File: config.mk
export PLATFORM = sky130hd
export DESIGN_NAME = ttcb_ctrl
export DESIGN_NICKNAME = d
export VERILOG_FILES = /design/src/rtl/ttcb_pkg.sv /design/src/rtl/ttcb_ctrl.sv
export SDC_FILE = /design/constraint.sdc
export NUM_CORES = 1
export LEC_CHECK = 0
export BUFFER_PORTS_ARGS = -buffer_cell sky130_fd_sc_hd__buf_2
export CAP_MARGIN = 0
export CELL_PAD_IN_SITES_DETAIL_PLACEMENT = 0
export CELL_PAD_IN_SITES_GLOBAL_PLACEMENT = 1
export CORE_UTILIZATION = 27
export DETAILED_ROUTE_END_ITERATION = 10
export PLACE_DENSITY_LB_ADDON = 0.1
export SLEW_MARGIN = 20
export SYNTH_ARGS = -nofsm -noshare
export SYNTH_HDL_FRONTEND = slang
export SYNTH_SLANG_ARGS = --single-unit
File: constraint.sdc
create_clock -name clk -period 1.6 [get_ports clk]
set_input_delay 0.08 -clock clk [delete_from_list [all_inputs] [get_ports clk]]
set_output_delay 0.08 -clock clk [all_outputs]
set_load 0.05 [all_outputs]
File: src/rtl/ttcb_pkg.sv
`timescale 1ns / 1ps

package ttcb_pkg;

  // default screen geometry
  localparam int DEF_COLS = 60;
  localparam int DEF_ROWS = 24;

  // command codes
  localparam logic [3:0] CMD_PUT     = 4'd0;
  localparam logic [3:0] CMD_CLEAR   = 4'd1;
  localparam logic [3:0] CMD_SCROLL  = 4'd2;
  localparam logic [3:0] CMD_FWD     = 4'd3;
  localparam logic [3:0] CMD_NEWLINE = 4'd4;
  localparam logic [3:0] CMD_LF      = 4'd5;
  localparam logic [3:0] CMD_SHOW    = 4'd6;
  localparam logic [3:0] CMD_HIDE    = 4'd7;
  localparam logic [3:0] CMD_READ    = 4'd8;

  // special characters and cursor marking
  localparam logic [7:0] CHAR_CR     = 8'd13;
  localparam logic [7:0] CHAR_LF     = 8'd10;
  localparam logic [7:0] CURSOR_MARK = 8'h80;

  // cursor update operations
  localparam logic [2:0] CUR_NONE    = 3'd0;
  localparam logic [2:0] CUR_COL0    = 3'd1;
  localparam logic [2:0] CUR_HOME    = 3'd2;
  localparam logic [2:0] CUR_FWD     = 3'd3;
  localparam logic [2:0] CUR_NEWLINE = 3'd4;
  localparam logic [2:0] CUR_LF      = 3'd5;

  // memory write sources
  localparam logic [1:0] WR_ZERO = 2'd0;
  localparam logic [1:0] WR_CHAR = 2'd1;
  localparam logic [1:0] WR_COPY = 2'd2;

  // memory read sources
  localparam logic [1:0] RD_CELL  = 2'd0;
  localparam logic [1:0] RD_COPY0 = 2'd1;
  localparam logic [1:0] RD_COPY1 = 2'd2;

  // sweep counter operations
  localparam logic [1:0] IDX_HOLD = 2'd0;
  localparam logic [1:0] IDX_CLR  = 2'd1;
  localparam logic [1:0] IDX_INC  = 2'd2;

  // controller to datapath
  typedef struct packed {
    logic       latch;
    logic [2:0] cur_op;
    logic       show;
    logic       hide;
    logic       wr_en;
    logic [1:0] wr_src;
    logic       rd_en;
    logic [1:0] rd_src;
    logic [1:0] idx_op;
    logic       out_load;
  } ttcb_cmd_t;

  // datapath to controller
  typedef struct packed {
    logic [3:0] cmd;
    logic       ch_cr;
    logic       ch_lf;
    logic       col_end;
    logic       row_end;
    logic       idx_last_copy;
    logic       idx_last;
    logic       out_blocked;
  } ttcb_stat_t;

endpackage

File: src/rtl/ttcb_ctrl.sv
`timescale 1ns / 1ps

module ttcb_ctrl (
  input  logic               clk,
  input  logic               rst_n,
  input  logic               in_valid,
  output logic               in_stall,
  input  ttcb_pkg::ttcb_stat_t stat,
  output ttcb_pkg::ttcb_cmd_t  cmd
);

  import ttcb_pkg::*;

  localparam logic [3:0] S_INIT  = 4'd0;
  localparam logic [3:0] S_IDLE  = 4'd1;
  localparam logic [3:0] S_EXEC  = 4'd2;
  localparam logic [3:0] S_CLEAR = 4'd3;
  localparam logic [3:0] S_PRIME = 4'd4;
  localparam logic [3:0] S_COPY  = 4'd5;
  localparam logic [3:0] S_ZERO  = 4'd6;
  localparam logic [3:0] S_DONE  = 4'd7;

  logic [3:0] state_r, state_nxt;

  // state register
  always_ff @(posedge clk) begin
    if (!rst_n) begin
      state_r <= S_INIT;
    end else begin
      state_r <= state_nxt;
    end
  end

  // new transactions only in idle
  assign in_stall = (state_r != S_IDLE);

  // next state and datapath commands
  always_comb begin
    state_nxt = state_r;
    cmd       = '0;
    case (state_r)
      S_INIT: begin
        cmd.wr_en  = 1'b1;
        cmd.wr_src = WR_ZERO;
        cmd.idx_op = IDX_INC;
        if (stat.idx_last) begin
          cmd.idx_op = IDX_CLR;
          state_nxt  = S_IDLE;
        end
      end
      S_IDLE: begin
        if (in_valid) begin
          cmd.latch = 1'b1;
          state_nxt = S_EXEC;
        end
      end
      S_EXEC: begin
        state_nxt = S_DONE;
        case (stat.cmd)
          CMD_PUT: begin
            if (stat.ch_cr) begin
              cmd.cur_op = CUR_COL0;
            end else if (stat.ch_lf) begin
              cmd.cur_op = CUR_NEWLINE;
              if (stat.row_end) state_nxt = S_PRIME;
            end else begin
              cmd.wr_en  = 1'b1;
              cmd.wr_src = WR_CHAR;
              cmd.cur_op = CUR_FWD;
              if (stat.col_end && stat.row_end) state_nxt = S_PRIME;
            end
          end
          CMD_CLEAR: begin
            cmd.cur_op = CUR_HOME;
            state_nxt  = S_CLEAR;
          end
          CMD_SCROLL: begin
            state_nxt = S_PRIME;
          end
          CMD_FWD: begin
            cmd.cur_op = CUR_FWD;
            if (stat.col_end && stat.row_end) state_nxt = S_PRIME;
          end
          CMD_NEWLINE: begin
            cmd.cur_op = CUR_NEWLINE;
            if (stat.row_end) state_nxt = S_PRIME;
          end
          CMD_LF: begin
            cmd.cur_op = CUR_LF;
            if (stat.row_end) state_nxt = S_PRIME;
          end
          CMD_SHOW: cmd.show = 1'b1;
          CMD_HIDE: cmd.hide = 1'b1;
          CMD_READ: begin
            cmd.rd_en  = 1'b1;
            cmd.rd_src = RD_CELL;
          end
          default: ;
        endcase
      end
      S_CLEAR: begin
        cmd.wr_en  = 1'b1;
        cmd.wr_src = WR_ZERO;
        cmd.idx_op = IDX_INC;
        if (stat.idx_last) begin
          cmd.idx_op = IDX_CLR;
          state_nxt  = S_DONE;
        end
      end
      // fetch the first cell of the second row
      S_PRIME: begin
        cmd.rd_en  = 1'b1;
        cmd.rd_src = RD_COPY0;
        state_nxt  = S_COPY;
      end
      // move each cell one row up while fetching the next
      S_COPY: begin
        cmd.wr_en  = 1'b1;
        cmd.wr_src = WR_COPY;
        cmd.idx_op = IDX_INC;
        if (stat.idx_last_copy) begin
          state_nxt = S_ZERO;
        end else begin
          cmd.rd_en  = 1'b1;
          cmd.rd_src = RD_COPY1;
        end
      end
      // blank the bottom row
      S_ZERO: begin
        cmd.wr_en  = 1'b1;
        cmd.wr_src = WR_ZERO;
        cmd.idx_op = IDX_INC;
        if (stat.idx_last) begin
          cmd.idx_op = IDX_CLR;
          state_nxt  = S_DONE;
        end
      end
      S_DONE: begin
        if (!stat.out_blocked) begin
          cmd.out_load = 1'b1;
          state_nxt    = S_IDLE;
        end
      end
      default: state_nxt = S_IDLE;
    endcase
  end

endmodule

==> results <==
- The area occupied by multi-input gates is 388 sq um.
- Summed over all nets, wire length on met3 after detailed routing comes to 78 um.
- The maximum number of buffers from clock root to sink is 2.
- The number of rows created at floorplan is 15.
- The worst-case hold path end point is state_r[2].
- After detailed placement, the total cell area comes to 677 sq um.
- Using the TritonRoute via totals, the vias-per-cell ratio works out to 4.78.
- The maximum number of pins on one net before global-route repair is 12.
- The detailed-route DRC error count is 0.
- The share of total power consumed by net switching is 0.463.
- From left edge to right edge, the die measures 45.2 um.
- The post-detailed-routing wire length is 1.39 mm.
- The net count after synthesis is 88.
- The filler cells instantiated in the layout total 206.
- In the post-synthesis netlist, the biggest area contributors are dfxtp_1 (12%), buf_6 (8.9%), nor2_1 (8.2%).
- The worst slack after detailed placement is 0.0120 ns.
- The area of the placeable core is 1750 sq um.
- The netlist uses 31 different library cells.
- After clock tree synthesis, the clock-pin slew on the worst setup and hold paths is 0.04 ns.
- The most common library cell in the layout ignoring fill and taps is buf_2.
- Max-cap violations in this run came to 0.
- The first detailed-routing pass took 4 iterations.
- In this run the number of H-tree levels came out at 1.
- Clock skew on the completed layout was measured at 0.00876 ns.
- The placed wire-length estimate is 1.10 mm.
- The power per cell area is 738 nW/um^2.
- The detailed-route via count is 636.
- The area overhead of the layout relative to synthesis is 46.6%.
- The starting density of the core is 0.289.
- For flop-to-flop paths, the worst setup slack is 0.25 ns.
- The share of synthesized area in the top cell type comes to 0.119.
- The number of design-rule violations left by the first detailed-router iteration is 10.
- The number of antenna diodes in the final layout is 0.
- The number of cells on the worst reg-to-reg path is 5.
- Setup violations remaining at the end of the flow were counted as 0.
- Of the available clock period, the critical path in the final layout requires 0.970.
- The TritonCTS clock tree is yes.
- The cell chosen for the clock root is clkbuf_4.
- CTS saw 3 sinks.
- The sequential-to-total area share from yosys stat is 0.119.
- In the global route stage, overall resource usage came out at 0.147.
- The element type at the critical path end is an output pin.
- Summing all flip-flop and latch instances after layout gives 61.3 sq um.
- In the final layout, the share of cells above drive strength 1 is 0.435.
- Ranked by flip-flop count, first place goes to state_r.
- In this run the critical register-to-register path is captured at state_r[0].
- After synthesis the cells add up to 504 sq um.
- The top cell types in the final layout, fill and taps aside, are buf_2 (21), buf_4 (12), nor2_1 (9).
- The number of slew-limit violations in the final report is 0.
- The part of the power in combinational logic is 0.572.
- The required arrival time at the worst endpoint is 1.52 ns.
- The upper clock frequency limit is 645 MHz.
- Global routing finished with a remaining overflow of 0.
- The type of the worst min-delay path is input pin to flip-flop.
- Of the post-synthesis cell area, the part taken by muxes is 0.0223.
- The beginning of the worst register-to-register path is state_r[2].
- The dominant combinational cell family by area after synthesis is simple AND/OR/NAND/NOR gates.
- The worst pin sits at a relative slew slack of 0.821.
- Clock tree synthesis inserted a total of 3 buffers.
- The relative contribution of sequential cells to total power is 0.172.
- The proportion of power drawn by the clock network is 0.255.
- The floorplan step defined a die boundary enclosing 2040 sq um.
- The register with the most flip-flops in the layout has 3 of them.
- Adding up every negative setup slack in the final design gives 0 ns.
- The number of register bits inferred by synthesis is 3.
- Setup repair after global routing could not meet its margin everywhere.
- For this run, the post-layout net count is 123.
- Data arrives at the worst endpoint at 1.47 ns.
- The kind of launch point of the worst setup path is a flip-flop.
- Once routing completed, OpenROAD measured the worst setup slack at 0.0487 ns.
- The switching component of the power is 253 uW.
- IR analysis of the VDD net gives a maximum drop of 0.713 mV.
- Of all cell types, the one taking the most synthesized area is dfxtp_1.
- The fraction of the mapped netlist area in adder cells is 0.
- After detailed routing, no signal wire sits above met3.
- The internal portion of total power is 293 uW.
- The worst hold path passes through 3 cells.
- After detailed routing, the average wire length per cell comes to 10.5 um.
- In this run the worst path has a maximum fanout of 6.
- The count of input and output buffers is 29.
- The detailed-route wire length on metal 1 is 701 um.
- Measured along the y axis, the die boundary spans 45.2 um.
- The summed area of non-filler cells in the final layout is 739 sq um.
- The clock reaches the later pin of the worst-skew pair after 0.24 ns.
- The synthesized-area fraction occupied by ao, oa, aoi and oai cells is 0.213.
- The number of cells produced by synthesis is 74.
- During I/O placement, the number of pins put on the boundary was 30.
- The first global-routing pass estimated 2.21 mm of wire.
- For the finished layout, the period the worst path requires is 1.55 ns.
- The average cell area after synthesis is 6.81 sq um.
- The number of antenna violations at the first check in global routing is 0.
- The flow ran to the end, and the final reports show no timing, DRC or antenna violations.
- Of the total synthesized cell area, the portion taken by XOR and XNOR cells is 0.0347.
- The via count of the first global-routing pass is 537.
- The count of endpoints failing hold in the final timing report came to 0.
- The slew at the pin closest to its max-slew limit is 0.265 ns.
- The number of routed nets with antenna violations is 0.
- The analysis attributes to cell leakage a power of 0.000363 uW.
- The routed design uses 613 um of met2 wire.
- The startpoint identified for the worst hold timing path is rst_n.
- At the end of routability-driven placement, the weighted congestion stood at 0.738.
- In the final layout, the registers with the most flip-flops are state_r x3.
- The synthesized-area fraction occupied by and/or/nand/nor cells is 0.464.
- For this design, the CTS-stage hold fixing added 0 buffers.
- The number of warnings issued by yosys is 0.
- The critical path class is flip-flop to output pin.
- After clock tree synthesis, the setup repair step added 0 buffers.
==> per-layer routing <==
layer,vias up,GRT usage
li1,333,-
met1,285,0.192
met2,18,0.229
met3,0,0.0520
met4,0,0.0364
met5,-,0
==> critical path: stages, from the launching register on <==
cell and delay, ns:
dfxtp_2 0.34, nor2_2 0.15, and2_4 0.18, nand2b_1 0.12, nor3_1 0.21, buf_4 0.23
==> power by group through the flow <==
stage,logic (uW),registers (uW),clock network [uW]
floorplan,229,91.7,0
global placement,292,94.1,0
detailed placement,290,93.6,0
CTS,303,93.6,144
global route,338,95.4,154
finish,312,94.1,139
==> how the worst max path moves through the flow <==
| stage | end | cells past startpoint | slack (ns) | startpoint |
|---|---|---|---|---|
| after global placement | cmd[8] | 6 | 0.03 | stat[7] |
| final | cmd[10] | 5 | 0.05 | state_r[2] |
| after CTS | cmd[8] | 6 | 0.009 | stat[7] |
| after floorplan | cmd[10] | 4 | -0.34 | state_r[0] |
| after global routing | cmd[9] | 5 | -0.02 | state_r[2] |
| after detailed placement | cmd[8] | 6 | 0.01 | stat[7] |
==> layout make-up <==
class                      instances  share of cell area
timing repair buffer              35               0.294
inverter                           4              0.0203
sequential                         3              0.0829
multi-input combinational         62               0.525
tap                               25              0.0423
clock buffer                       4              0.0355
==> per-stage QoR <==
step                 util  instances  hold slack (ns)  total power [uW]
floorplan               -         74            0.224               320
global placement    0.388        129            0.378               386
detailed placement  0.388        129            0.370               384
CTS                 0.418        133            0.113               541
global route        0.424        133            0.122               588
finish              0.424        133            0.105               545
==> Yosys cell counts <==
master	n
nor4b_1	2
nand3_1	1
or4_4	1
nand4b_1	1
a311o_2	1
a22oi_1	1
xor2_1	2
or3b_2	1
nor2_1	11
o211ai_1	1
a21oi_1	5
nor3_1	6
nand2b_1	3
inv_1	4
a211oi_1	1
buf_6	4
clkbuf_8	1
a31oi_1	1
a31o_1	1
and2_1	2
o21ai_0	2
a32o_1	1
mux2_2	1
or3_1	1
nand3b_1	2
nor2b_1	4
nand2_1	7
a211o_1	1
and2b_1	1
dfxtp_1	3
o21ai_1	1
==> timing repair <==
action / 4_1_cts / 5_1_grt
endpoints found under the setup margin: 6 / 8
endpoints found under the hold margin: 0 / 0
gates resized for setup: 10 / 6
==> cells by family after synthesis <==
family | count (synthesis)
and+or+nand+nor | 43
AOI/OAI and AO/OA | 16
buffers and inverters | 9
DFF | 3
xor gates and xnor gates | 2
muxes | 1
Note: power is estimated with default switching activity, not from simulation.
